$ cat src/sv/dpe_pkg.sv
// Package for the divisor pair enumerator: widths, microcode format and program ROM.
`default_nettype none
package dpe_pkg;

	localparam int IN_W      = 12;
	localparam int OUT_W     = 12;
	localparam int NUM_WIDTH = 12;
	localparam int CAND_W    = (NUM_WIDTH + 1) / 2 + 1;
	localparam int SQ_W      = 2 * CAND_W;
	localparam int CNT_W     = $clog2(NUM_WIDTH + 1);
	localparam int STEP_W    = 4;

	typedef logic [STEP_W-1:0] step_t;

	typedef enum logic [3:0] {
		OP_NOP,
		OP_LOAD,
		OP_DIV_START,
		OP_DIV_WAIT,
		OP_PUSH_CAND,
		OP_PUSH_Q,
		OP_PUSH_ZERO,
		OP_INC,
		OP_FLUSH
	} op_t;

	typedef enum logic [2:0] {
		COND_NONE,
		COND_ALWAYS,
		COND_N_ZERO,
		COND_SQ_GT,
		COND_REM_NZ,
		COND_Q_EQ
	} cond_t;

	typedef struct packed {
		op_t   op;
		cond_t cond;
		step_t target;
	} ucode_t;

	localparam step_t ST_LOAD  = 4'd0;
	localparam step_t ST_TEST  = 4'd2;
	localparam step_t ST_INC   = 4'd7;
	localparam step_t ST_FLUSH = 4'd8;
	localparam step_t ST_ZERO  = 4'd9;

	// Program: load, trial loop over candidates, flush the held result with last set.
	function automatic ucode_t ucode_rom(input step_t step);
		ucode_t w;
		case (step)
			4'd0: w = '{OP_LOAD,      COND_NONE,   ST_LOAD};
			4'd1: w = '{OP_NOP,       COND_N_ZERO, ST_ZERO};
			4'd2: w = '{OP_DIV_START, COND_SQ_GT,  ST_FLUSH};
			4'd3: w = '{OP_DIV_WAIT,  COND_NONE,   ST_LOAD};
			4'd4: w = '{OP_NOP,       COND_REM_NZ, ST_INC};
			4'd5: w = '{OP_PUSH_CAND, COND_Q_EQ,   ST_INC};
			4'd6: w = '{OP_PUSH_Q,    COND_NONE,   ST_LOAD};
			4'd7: w = '{OP_INC,       COND_ALWAYS, ST_TEST};
			4'd8: w = '{OP_FLUSH,     COND_ALWAYS, ST_LOAD};
			4'd9: w = '{OP_PUSH_ZERO, COND_ALWAYS, ST_FLUSH};
			default: w = '{OP_NOP,    COND_ALWAYS, ST_LOAD};
		endcase
		return w;
	endfunction

endpackage
`default_nettype wire

$ cat src/sv/dpe_div.sv
// Restoring divider: NUM_WIDTH-bit dividend by candidate, one quotient bit per cycle.
`default_nettype none
module dpe_div (
	input  wire logic                          clk,
	input  wire logic                          arst_n,
	input  wire logic                          start,
	input  wire logic [dpe_pkg::NUM_WIDTH-1:0] dividend,
	input  wire logic [dpe_pkg::CAND_W-1:0]    divisor,
	output logic                               busy,
	output logic [dpe_pkg::NUM_WIDTH-1:0]      quotient,
	output logic [dpe_pkg::CAND_W-1:0]         remainder
);
	import dpe_pkg::*;

	logic [CNT_W-1:0]     cnt_q;
	logic [NUM_WIDTH-1:0] quo_q;
	logic [CAND_W-1:0]    rem_q;
	logic [CAND_W-1:0]    dsr_q;
	logic [CAND_W:0]      trial;
	logic                 fits;

	assign trial = {rem_q, quo_q[NUM_WIDTH-1]};
	assign fits  = trial >= {1'b0, dsr_q};

	always_ff @(posedge clk or negedge arst_n) begin
		if (!arst_n) begin
			cnt_q <= '0;
		end else if (start) begin
			cnt_q <= CNT_W'(NUM_WIDTH);
		end else if (cnt_q != '0) begin
			cnt_q <= cnt_q - 1'b1;
		end
	end

	always_ff @(posedge clk) begin
		if (start) begin
			quo_q <= dividend;
			rem_q <= '0;
			dsr_q <= divisor;
		end else if (cnt_q != '0) begin
			// remainder stays below the divisor, so it fits CAND_W bits
			rem_q <= fits ? CAND_W'(trial - {1'b0, dsr_q}) : trial[CAND_W-1:0];
			quo_q <= {quo_q[NUM_WIDTH-2:0], fits};
		end
	end

	assign busy      = cnt_q != '0;
	assign quotient  = quo_q;
	assign remainder = rem_q;

endmodule
`default_nettype wire

$ cat src/sv/divisor_pair_enumerator_top.sv
// Divisor pair enumerator: microcoded trial-division sequencer with output register.
//
// Input channel (number, in_valid/in_ready) takes one number; the output channel
// (divisor_value, last, out_valid/out_ready) returns every divisor of it, each
// small divisor followed by its cofactor (a square root only once), last set
// on the final one. A zero input gives a single 0 with last set.
// One item is worked at a time: in_ready is high only while the sequencer sits
// at its load step. Each candidate from 1 up to the integer square root passes
// through the start, wait, test and increment steps of the bit-serial divider
// loop; each divisor found adds one push step.
// The first result appears after the second divisor is found (or at the end),
// since a found divisor is held one place back until it is known whether it is
// the final one.
// Reset clears the step counter, output valid and held-result flag; the block
// is then ready for a number. A stalled receiver makes the output register hold
// its result; a flush, or a push with a result held, waits until it frees.
`default_nettype none
module divisor_pair_enumerator_top (
	input  wire logic                      clk,
	input  wire logic                      arst_n,
	input  wire logic [dpe_pkg::IN_W-1:0]  number,
	input  wire logic                      in_valid,
	output logic                           in_ready,
	output logic [dpe_pkg::OUT_W-1:0]      divisor_value,
	output logic                           last,
	output logic                           out_valid,
	input  wire logic                      out_ready
);
	import dpe_pkg::*;

	step_t                step_q, step_nxt;
	ucode_t               uw;
	logic [NUM_WIDTH-1:0] num_q;
	logic [CAND_W-1:0]    cand_q;
	logic [NUM_WIDTH-1:0] pend_val_q;
	logic                 pend_vld_q;
	logic [OUT_W-1:0]     out_val_q;
	logic                 out_last_q;
	logic                 out_vld_q;

	logic                 div_busy;
	logic [NUM_WIDTH-1:0] div_quo;
	logic [CAND_W-1:0]    div_rem;
	logic                 div_start;

	logic                 out_free;
	logic                 is_push;
	logic                 stall;
	logic                 cond_hit;
	logic [SQ_W-1:0]      cand_sq;
	logic [NUM_WIDTH-1:0] push_val;

	assign uw       = ucode_rom(step_q);
	assign out_free = !out_vld_q || out_ready;
	assign cand_sq  = SQ_W'(cand_q) * SQ_W'(cand_q);
	assign is_push  = (uw.op == OP_PUSH_CAND) || (uw.op == OP_PUSH_Q) ||
	                  (uw.op == OP_PUSH_ZERO);

	always_comb begin
		case (uw.op)
			OP_PUSH_CAND: push_val = NUM_WIDTH'(cand_q);
			OP_PUSH_Q:    push_val = div_quo;
			default:      push_val = '0;
		endcase
	end

	always_comb begin
		case (uw.op)
			OP_LOAD:     stall = !in_valid;
			OP_DIV_WAIT: stall = div_busy;
			OP_FLUSH:    stall = !out_free;
			OP_PUSH_CAND, OP_PUSH_Q, OP_PUSH_ZERO:
			             stall = pend_vld_q && !out_free;
			default:     stall = 1'b0;
		endcase
	end

	always_comb begin
		case (uw.cond)
			COND_ALWAYS: cond_hit = 1'b1;
			COND_N_ZERO: cond_hit = num_q == '0;
			COND_SQ_GT:  cond_hit = cand_sq > SQ_W'(num_q);
			COND_REM_NZ: cond_hit = div_rem != '0;
			COND_Q_EQ:   cond_hit = div_quo == NUM_WIDTH'(cand_q);
			default:     cond_hit = 1'b0;
		endcase
	end

	always_comb begin
		if (stall) begin
			step_nxt = step_q;
		end else if (cond_hit) begin
			step_nxt = uw.target;
		end else begin
			step_nxt = step_q + 1'b1;
		end
	end

	always_ff @(posedge clk or negedge arst_n) begin
		if (!arst_n) begin
			step_q <= ST_LOAD;
		end else begin
			step_q <= step_nxt;
		end
	end

	assign div_start = (uw.op == OP_DIV_START);

	dpe_div u_div (
		.clk       (clk),
		.arst_n    (arst_n),
		.start     (div_start),
		.dividend  (num_q),
		.divisor   (cand_q),
		.busy      (div_busy),
		.quotient  (div_quo),
		.remainder (div_rem)
	);

	// datapath registers
	always_ff @(posedge clk) begin
		if (uw.op == OP_LOAD && in_valid) begin
			num_q  <= number[NUM_WIDTH-1:0];
			cand_q <= CAND_W'(1);
		end else if (uw.op == OP_INC) begin
			cand_q <= cand_q + 1'b1;
		end
		if (is_push && !stall) begin
			pend_val_q <= push_val;
		end
	end

	// output register; a new push moves the held result out with last clear, a flush with last set
	always_ff @(posedge clk or negedge arst_n) begin
		if (!arst_n) begin
			out_vld_q  <= 1'b0;
			pend_vld_q <= 1'b0;
		end else begin
			if (out_vld_q && out_ready) begin
				out_vld_q <= 1'b0;
			end
			if (is_push && !stall) begin
				pend_vld_q <= 1'b1;
				if (pend_vld_q) begin
					out_vld_q <= 1'b1;
				end
			end else if (uw.op == OP_FLUSH && !stall) begin
				pend_vld_q <= 1'b0;
				out_vld_q  <= 1'b1;
			end
		end
	end

	always_ff @(posedge clk) begin
		if (is_push && !stall && pend_vld_q) begin
			out_val_q  <= OUT_W'(pend_val_q);
			out_last_q <= 1'b0;
		end else if (uw.op == OP_FLUSH && !stall) begin
			out_val_q  <= OUT_W'(pend_val_q);
			out_last_q <= 1'b1;
		end
	end

	assign in_ready      = (uw.op == OP_LOAD);
	assign out_valid     = out_vld_q;
	assign divisor_value = out_val_q;
	assign last          = out_last_q;

endmodule
`default_nettype wire

$ cat config.mk
export PLATFORM = sky130hd
export DESIGN_NAME = divisor_pair_enumerator_top
export DESIGN_NICKNAME = d
export VERILOG_FILES = /design/src/sv/dpe_pkg.sv /design/src/sv/dpe_div.sv /design/src/sv/divisor_pair_enumerator_top.sv
export SDC_FILE = /design/constraint.sdc
export NUM_CORES = 1
export LEC_CHECK = 0
export ABC_AREA = 1
export BUFFER_PORTS_ARGS = -buffer_cell sky130_fd_sc_hd__buf_4
export CORE_MARGIN = 1.5
export CORE_UTILIZATION = 65
export CTS_CLUSTER_DIAMETER = 80
export DETAILED_ROUTE_END_ITERATION = 16
export GPL_TIMING_DRIVEN = 0
export HOLD_SLACK_MARGIN = 0.15
export PLACE_DENSITY = 0.84
export SLEW_MARGIN = 5
export SYNTH_ARGS = -nofsm -noshare
export SYNTH_HDL_FRONTEND = slang
export SYNTH_SLANG_ARGS = --single-unit
$ cat constraint.sdc
create_clock -name clk -period 9.81 [get_ports clk]
set_input_delay 1.962 -clock clk [delete_from_list [all_inputs] [get_ports clk]]
set_output_delay 1.962 -clock clk [all_outputs]
set_load 0.05 [all_outputs]
=== Yosys cells after proc, flatten, opt, wreduce, memory -nomap -nowiden ===
Memory sizes are Yosys's and may differ from the RTL's.
Index checks and enable logic that the tools add are counted.

* Flip-flop bits (word level): 80
* Memories kept: 1
* Logic and storage cells: 71
* Memory bits (read-only): 176
* Bits of input ports: 16

{| class="wikitable"
|+ Memory list
! name !! depth !! width !! read ports !! clocked after memory_dff !! wr ports !! line !! RTL
|-
| (name not given) || 16 || 11 || 1 || 0 || 0 || dpe_pkg.sv:51 || <nowiki>case (step)</nowiki>
|}

* Reduce and logical (&&, ||, !) cells: 20
* Eq/ne operators: 14
* Add/subtract/negate cells: 4
* Mux-type cells: 17
* Magnitude comparators: 2
* Multipliers: 1

{| class="wikitable"
|+ Operators by type and width
! kind !! number
|-
| two-way mux 12 bit || 4
|-
| case mux 12 bit (2 select lines) || 1
|-
| equality test 4 x 3 -> 1 bit (second input constant) || 4
|-
| > comparator 14 x 12 -> 1 bit || 1
|-
| multiplier 7 x 7 -> 14 bit || 1
|-
| equality test 12 x 7 -> 1 bit || 1
|-
| logical NOT 12 bit || 1
|-
| two-way mux 4 bit || 3
|-
| equality test 4 x 2 -> 1 bit (second input constant) || 2
|-
| >= comparator 8 x 7 -> 1 bit || 1
|-
| adder 7 x 1 -> 7 bit (second input constant) || 1
|-
| two-way mux 7 bit || 1
|-
| nonzero test 7 bit || 1
|-
| subtractor 7 bit || 1
|-
| equality test 3 x 2 -> 1 bit (second input constant) || 2
|-
| equality test 3 bit (second input constant) || 2
|-
| logical AND 1 bit || 6
|-
| two-way mux 1 bit || 6
|-
| nonzero test 2 bit || 3
|-
| case mux 1 bit (5 select lines) || 1
|-
| adder 4 x 1 -> 4 bit (second input constant) || 1
|-
| equality test 4 x 1 -> 1 bit (second input constant) || 1
|-
| equality test 4 bit (second input constant) || 1
|-
| logical NOT 1 bit || 4
|-
| 6 further kinds || 8
|}

=== Depth between registers and ports, before layout ===
Gate-level depths: netlist of run 1.

* Depth in word-level cells: 9
* Gate-level depth with buffers: 33
* Depth with buffers taken out: 32

=== By module ===
Synthesis of run 1 repeated with hierarchy kept, for this count alone.

* Cell total of the unflattened synthesis: 685
* Area, all modules: 5541.6 µm²

{| class="wikitable"
|+ By module, submodules not included
! module !! area an instance (µm²) !! instances !! sequential area each (µm²) !! cells an instance
|-
| divisor_pair_enumerator_top || 3897.5 || 1 || 1391.3 || 488
|-
| dpe_div || 1644.1 || 1 || 810.8 || 197
|}

=== Worst setup path after synthesis of run 1 ===
No wires, ideal clock.

* Path kind: register -> register
* From: reg cand_q[1]
* To: reg step_q[0]
* Slack: 4.965 ns
* Cell stages (with the launch flop): 33
* Library setup time: 0.117 ns
* Path buffers: 1
* Arrival: 4.728 ns
* Period minus slack after synthesis: 4.845 ns
* Path through: dfxtp_1 -> buf_2 -> nand2_1 -> xor2_1 -> ha_1 -> inv_1 -> fa_1 -> inv_1 -> fa_1 -> inv_1 -> fa_1 -> inv_1 -> ha_1 -> nand2_1 -> nand2_1 -> nand2_1 -> nand2_1 -> a21oi_1 -> nor2_1 -> nor2_1 -> xnor2_1 -> ha_1 -> nand2_1 -> nor2_1 -> nand4_1 -> nand2_1 -> nand2_1 -> nand2_1 -> nand2_1 -> nand2_1 -> nand2_1 -> nand2_1 -> nand2_1

* Longest elaborated chain between the ends: 4

{| class="wikitable"
|+ Ends and longest elaborated chain
! what !! line !! RTL
|-
| start: declaration || divisor_pair_enumerator_top.sv:34 || <nowiki>logic [CAND_W-1:0] cand_q;</nowiki>
|-
| start signal: assignment || divisor_pair_enumerator_top.sv:126 || <nowiki>cand_q <= cand_q + 1'b1;</nowiki>
|-
| multiplier 7 x 7 -> 14 bit || divisor_pair_enumerator_top.sv:55 || <nowiki>assign cand_sq = SQ_W'(cand_q) * SQ_W'(cand_q);</nowiki>
|-
| > comparator 14 x 12 -> 1 bit || divisor_pair_enumerator_top.sv:82 || <nowiki>COND_SQ_GT: cond_hit = cand_sq > SQ_W'(num_q);</nowiki>
|-
| case mux 1 bit (5 select lines) (*) || divisor_pair_enumerator_top.sv:79 || <nowiki>case (uw.cond)</nowiki>
|-
| two-way mux 4 bit (*) || divisor_pair_enumerator_top.sv:92 || <nowiki>end else if (cond_hit) begin</nowiki>
|-
| end signal: assignment || divisor_pair_enumerator_top.sv:103 || <nowiki>step_q <= step_nxt;</nowiki>
|-
| end: declaration || divisor_pair_enumerator_top.sv:31 || <nowiki>step_t step_q, step_nxt;</nowiki>
|}

Mark *: on every way between the ends. The rest lies on a longest branch, timed or not.
A chain may end at the register's enable or synchronous reset.

=== Worst setup path in the final report of run 1 ===
Ends and elaborated chain as after synthesis.

==> results.md, run 1 <==
* Resize count post-CTS at 0
* Starting Density at 66.7%
* Commonest non-fill, non-tap cell in the layout: nand2_1
* Synth Warn # at 0
* Seq/Total Area, Yosys at 40.6%
* RSZ-0062 raised after global routing: no
* Final Non-Filler Cells at 773
* PwrDens at 309 nW/um^2
* Area grow syn2layout at 10.7%
* Antenna Cells at 0
* Top delay family on crit path: adder cells
* Critical path's largest stage delay at 0.54 ns
* Crit path kind: flip-flop to flip-flop
* FMAX at 182 MHz
* Crit start category: flip-flop
* Max Cap Viol at 0
* Pleak at 3.05 nW
* Placed Instances at 757
* Port Buffers at 30
* Clock root cell: clkbuf_8
* Slew HR at 46.0%
* CP Buf/Inv Count at 5
* # H-tree levels at 3
* Synth area leader: edfxtp_1
* Vias per inst at 5.57
* Final hold violation count at 0
* Commonest cells after routing, fill and taps aside: 128 x nand2_1, 113 x inv_1, 55 x edfxtp_1
* Main synth FF type: edfxtp_1
* Num CTS Buffers at 9
* Worst path arrival time at 5.73 ns
* First-pass GRT wire length at 18.8 mm
* Avg Cell Area, Syn at 8.72 sq um
* Clock-pin slew on the worst setup and hold paths at 0.09 ns
* Setup TNS at 0 ns
* Setup-failing EPs final at 0
* GP Congestion at 0.878
* Worst R2R End: step_q[0]$_DFFE_PN0N_
* Post-route cell area at 6000 sq um
* Worst hold slack at 0.412 ns
* Wirelength per Cell at 15.0 microns
* DR vias at 4306
* Nets at 744
* Post-Syn Instances at 622
* Worst Path Max Fanout at 10
* Hold-fix buffers at CTS at 0
* Syn nets at 703
* Tmin final at 5.49 ns
* Setup Buffers After CTS at 0
* Pin count of the biggest net entering global routing at 21
* Status: completed
* GRT Overall Usage at 27.7%
* Tot Pwr at 1.86 mW
* Synth area leaders: edfxtp_1 30%, ha_1 12%, nand2_1 8.9%, inv_1 7.8%, dfxtp_1 5.5%
* Worst path depth at 32
* Filler instances at 583
* Core region area at 8130 sq um
* Hold_sp: cand_q[2]$_SDFFE_PP0N_
* CTS max path bufs at 2
* Ys async rst share at 12.5%
* Reg2reg path depth at 32
* Die Wd at 94.4 microns
* Post-synth EDFFs at 55
* Peak VDD IR at 0.140 mV
* Cell mode on critical path: nand2_1
* Share of layout cells above drive strength 1 at 13.8%
* Sink Count at 80
* Worst reg2reg path startpoint: cand_q[1]$_SDFFE_PP0N_
* DRT Pass-1 Iters at 6
* Hold Path Stages at 0
* DR iter-0 viols at 387
* Routed wire length at 11.6 mm
* Crit share post-route at 55.9%
* Remaining DRCs at 0
* Crit end category: flip-flop
* Worst hold path class: flip-flop to flip-flop
* Vias in the first global route at 4060
* Yosys top cell area share at 30.4%
* TritonCTS clock tree: built
* Clk Latency, worst-skew pair at 0.36 ns
* Gr ovfl total at 0
* Antenna Nets Post-Route at 0
* Die span in y at 94.4 microns
* Clock skew at 0.0181 ns
* DP HPWL at 9.01 mm
* Required time of the critical path at 10.05 ns
* #FFs+latches synth at 80
* Placed cell areas at 5780 sq um
* Reg2reg setup slack at 4.32 ns
* I/O pin cnt at 31
* Worst-Margin Slew at 0.809 ns
* Die area at 8900 sq um
* Max-slew violations at 0
* Syn Std Cell Area at 5420 sq um
* Min-Delay Endpoint: u_div.dsr_q[2]$_DFFE_PP_
* Synth unique cells at 44
* CP max-delay cell: fa_1
* Row Count at 33
* Initial antenna violation count at 0
cells in the mapped netlist (2+ instances only):
cell type and count:
nand3_2 2, nand2_2 6, nor4_1 2, inv_4 3, xnor2_1 11, a21oi_1 29, o21ai_1 11, edfxtp_1 55
nor2_4 3, o21a_1 3, dfxtp_1 15, clkbuf_1 4, o21ai_0 34, nor2_8 2, nor3_1 9, nor2_2 3
o22ai_1 6, a31oi_1 2, dfrtp_1 10, inv_2 8, inv_1 113, nor2_1 30, nand3_1 26, nand2_1 128
xor2_1 10, nand3_4 2, fa_1 14, o21ai_2 2, nand4_1 8, buf_2 7, ha_1 51
sequential cells by signal (all words and copies together) (netlist names):
signal,count
u_div.dsr_q,7
last,1
divisor_value,12
out_valid,1
cand_q,7
u_div.quotient,12
step_q,4
pend_vld_q,1
num_q,12
pend_val_q,12
u_div.cnt_q,4
u_div.remainder,7
cell families after synthesis:
| kind of cell | synth area share [%] |
|---|---|
| AND/OR/NAND/NOR | 19.6 |
| buffers and inverters | 9.94 |
| AO/OA/AOI/OAI | 9.39 |
| flip-flops | 40.6 |
| adder cells (fa/ha/maj) | 16.9 |
| XOR/XNOR | 3.39 |
| multiplexers | 0.185 |
worst reg2reg max path, delay by kind of cell (launching register included):
family                   cells  cell delay (ns)
AO/OA/AOI/OAI                1             0.21
adder cells (fa/ha/maj)      6             2.54
flip-flops                   1             0.39
XOR/XNOR                     2             0.32
AND/OR/NAND/NOR             18             1.47
buffers and inverters        5             0.45
where the power goes:
| group | total, mW | leakage, nW | internal (mW) | switching, mW |
|---|---|---|---|---|
| clock network | 0.264 | 0.117 | 0.140 | 0.124 |
| registers | 0.617 | 0.774 | 0.536 | 0.0811 |
| logic | 0.976 | 2.16 | 0.322 | 0.653 |
| total | 1.86 | 3.05 | 0.999 | 0.858 |
metrics by stage:
stage	worst slack, ns	utilization [%]
final	4.32	73.8
after global routing	3.98	73.8
after CTS	4.39	73.8
after detailed placement	4.42	71.1
after global placement	4.50	71.1
after floorplan	4.97	-
per-layer routing:
layer  routed length, microns  global-route usage [%]  vias up
li1                         -                       -     2097
met1                     4810                    35.4     1990
met2                     5750                    47.8      192
met3                      736                    4.91       27
met4                      261                    8.71        0
met5                        0                       0        -
cell type report:
cell class,count,area [sq um],area share [%]
Multi-Input combinational cell,405,2680,44.7
Timing Repair Buffer,30,225,3.75
Tap cell,105,131,2.19
Buffer,13,66.3,1.10
Clock inverter,2,15.0,0.250
Sequential cell,80,2200,36.7
Inverter,124,473,7.88
Clock buffer,14,209,3.48
worst max-delay path by stage:
stage | slack (ns) | end | from
3_5_place_dp | 4.42 | step_q[0]$_DFFE_PN0N_ | cand_q[1]$_SDFFE_PP0N_
5_1_grt | 3.98 | step_q[0]$_DFFE_PN0N_ | cand_q[1]$_SDFFE_PP0N_
6_report | 4.32 | step_q[0]$_DFFE_PN0N_ | cand_q[1]$_SDFFE_PP0N_
2_1_floorplan | 4.97 | step_q[0]$_DFFE_PN0N_ | cand_q[1]$_SDFFE_PP0N_
4_1_cts | 4.39 | step_q[0]$_DFFE_PN0N_ | cand_q[1]$_SDFFE_PP0N_
3_3_place_gp | 4.50 | step_q[0]$_DFFE_PN0N_ | cand_q[1]$_SDFFE_PP0N_
Note: power is estimated with default switching activity, not from simulation.
==> run 2, diff against run 1 <==
--- a/config.mk
+++ b/config.mk
@@ -8,12 +8,12 @@
 export ABC_AREA = 1
 export BUFFER_PORTS_ARGS = -buffer_cell sky130_fd_sc_hd__buf_4
 export CORE_MARGIN = 1.5
-export CORE_UTILIZATION = 65
+export CORE_UTILIZATION = 56
 export CTS_CLUSTER_DIAMETER = 80
 export DETAILED_ROUTE_END_ITERATION = 16
 export GPL_TIMING_DRIVEN = 0
 export HOLD_SLACK_MARGIN = 0.15
-export PLACE_DENSITY = 0.84
+export PLACE_DENSITY = 0.77
 export SLEW_MARGIN = 5
 export SYNTH_ARGS = -nofsm -noshare
 export SYNTH_HDL_FRONTEND = slang
==> constraint.sdc (replaced) <==
create_clock -name clk -period 4.75 [get_ports clk]
set_input_delay 0.95 -clock clk [delete_from_list [all_inputs] [get_ports clk]]
set_output_delay 0.95 -clock clk [all_outputs]
set_load 0.05 [all_outputs]
==> run 2 against run 1 <==
The flow now finishes with violations (setup timing). Sequential power is 110% higher. Die area grew 16%. Combinational power is 100% higher. Non-clock buffer count grew 20. Setup slack lost 4.4 ns. First-iteration DRC count is 33% lower. Clock skew shrank 0.0099 ns. Largest cell class unchanged. Hold slack got worse by 0.013 ns. Count of clock-buffer cells in the layout down 5. Critical endpoint unchanged. Sequential cell count is the same.
==> results.md, run 2 (synthesized netlist as in run 1, its figures left out) <==
* Worst reg2reg path startpoint: cand_q[2]$_SDFFE_PP0N_
* Antenna Cells at 0
* TritonCTS clock tree: built
* DR vias at 4359
* Clock root cell: clkbuf_8
* Worst-Margin Slew at 0.826 ns
* Worst R2R End: step_q[0]$_DFFE_PN0N_
* Crit start category: flip-flop
* GR peak layer: met2
* Placed Instances at 781
* Crit end category: flip-flop
* I/O pin cnt at 31
* Slew HR at 44.9%
* Critical path's largest stage delay at 0.51 ns
* Vias in the first global route at 4250
* Final hold violation count at 0
* M3 GR Usage at 4.97%
* Nets at 764
* Tmin final at 4.85 ns
* DRT Pass-1 Iters at 5
* Starting Density at 58.1%
* CTS max path bufs at 2
* Max Cap Viol at 0
* Initial antenna violation count at 0
* RSZ-0062 raised after global routing: yes
* Final Non-Filler Cells at 817
* Tot Pwr at 3.74 mW
* Vias per inst at 5.34
* Reg2reg path depth at 32
* Share of layout cells above drive strength 1 at 21.5%
* Clock-pin slew on the worst setup and hold paths at 0.09 ns
* Antenna Nets Post-Route at 0
* First-pass GRT wire length at 19.1 mm
* PwrDens at 591 nW/um^2
* Required time of the critical path at 5.00 ns
* GRT Overall Usage at 24.2%
* Core region area at 9330 sq um
* Pleak at 3.14 nW
* Sink Count at 80
* FMAX at 206 MHz
* Commonest non-fill, non-tap cell in the layout: nand2_1
* Row Count at 35
* Clk Latency, worst-skew pair at 0.36 ns
* Worst hold path class: primary input to async pin
* Routed wire length at 11.8 mm
* Gr ovfl total at 0
* Cell mode on critical path: nand2_1
* Die area at 10300 sq um
* Top delay family on crit path: adder cells
* CP Buf/Inv Count at 5
* Remaining DRCs at 0
* DP HPWL at 8.68 mm
* Commonest cells after routing, fill and taps aside: 117 x nand2_1, 108 x inv_1, 55 x edfxtp_1
* Area grow syn2layout at 16.7%
* Die span in y at 101 microns
* Worst hold slack at 0.398 ns
* Num CTS Buffers at 9
* Crit path kind: flip-flop to flip-flop
* # H-tree levels at 3
* Worst path arrival time at 5.11 ns
* Hold-fix buffers at CTS at 0
* Port Buffers at 30
* Reg2reg setup slack at -0.10 ns
* Met2 usage at 39.8%
* Failing checks: setup timing
* Die Wd at 101 microns
* Crit share post-route at 102%
* Status: finished, violations left
* Pin count of the biggest net entering global routing at 21
* Final WS setup at -0.105 ns
* GR Layer Usage met1 at 30.6%
* Wirelength per Cell at 14.4 microns
* DR iter-0 viols at 261
* CP max-delay cell: fa_1
* Worst Path Max Fanout at 8
* Clock skew at 0.00822 ns
* GP Congestion at 0.901
* Max-slew violations at 0
* Peak VDD IR at 0.261 mV
* Setup-failing EPs final at 4
-- run 2: metrics by stage --
step	TNS, ns	area [sq um]	utilization, %	setup slack (ns)
final	-0.221	6330	67.8	-0.105
after detailed placement	-1.86	5830	62.5	-0.526
after global routing	-1.24	6330	67.8	-0.369
after floorplan	0	5450	-	0.0731
after CTS	-0.219	6280	67.3	-0.105
after global placement	-1.53	5830	62.5	-0.438
-- run 2: layout make-up --
class                           count  area (sq um)
Sequential cell                    80          2210
Tap cell                          129           161
Fill cell                         674          3000
Clock inverter                      7          61.3
Multi-Input combinational cell    405          2830
Timing Repair Buffer               53           398
Clock buffer                        9           124
Buffer                             10          72.6
Inverter                          124           473
-- run 2: worst max path at each step --
stage / from / endpoint / depth (start not counted)
3_3_place_gp: cand_q[6]$_SDFFE_PP0N_ / step_q[0]$_DFFE_PN0N_ / 33
5_1_grt: cand_q[2]$_SDFFE_PP0N_ / step_q[0]$_DFFE_PN0N_ / 31
4_1_cts: cand_q[0]$_SDFFE_PP1N_ / step_q[0]$_DFFE_PN0N_ / 32
6_report: cand_q[2]$_SDFFE_PP0N_ / step_q[0]$_DFFE_PN0N_ / 32
3_5_place_dp: cand_q[6]$_SDFFE_PP0N_ / step_q[0]$_DFFE_PN0N_ / 33
2_1_floorplan: cand_q[1]$_SDFFE_PP0N_ / step_q[0]$_DFFE_PN0N_ / 32
-- run 2: worst reg2reg max path: cells and delay by family (launching register included) --
kind / cells / cell delay (ns)
flops: 1 / 0.34
xor+xnor: 2 / 0.29
fa+ha+maj: 6 / 2.26
buf+inv: 5 / 0.37
compound gates: 1 / 0.15
simple gates: 18 / 1.36
-- run 2: power breakdown --
| part | internal (mW) | switching (mW) |
|---|---|---|
| clock network | 0.199 | 0.275 |
| registers | 1.11 | 0.166 |
| logic | 0.684 | 1.31 |
| total | 1.99 | 1.75 |
-- run 2: timing repair --
item,CTS,global route
gates cloned,0,0
pin swaps,14,4
gates resized for setup,35,14
endpoints found under the setup margin,4,4
buffers inserted,19,4
-- run 2: layer usage --
layer / up-vias / routed length, microns
li1: 2140 / -
met4: 0 / 422
met5: - / 0
met3: 35 / 579
met2: 141 / 5700
met1: 2043 / 5090
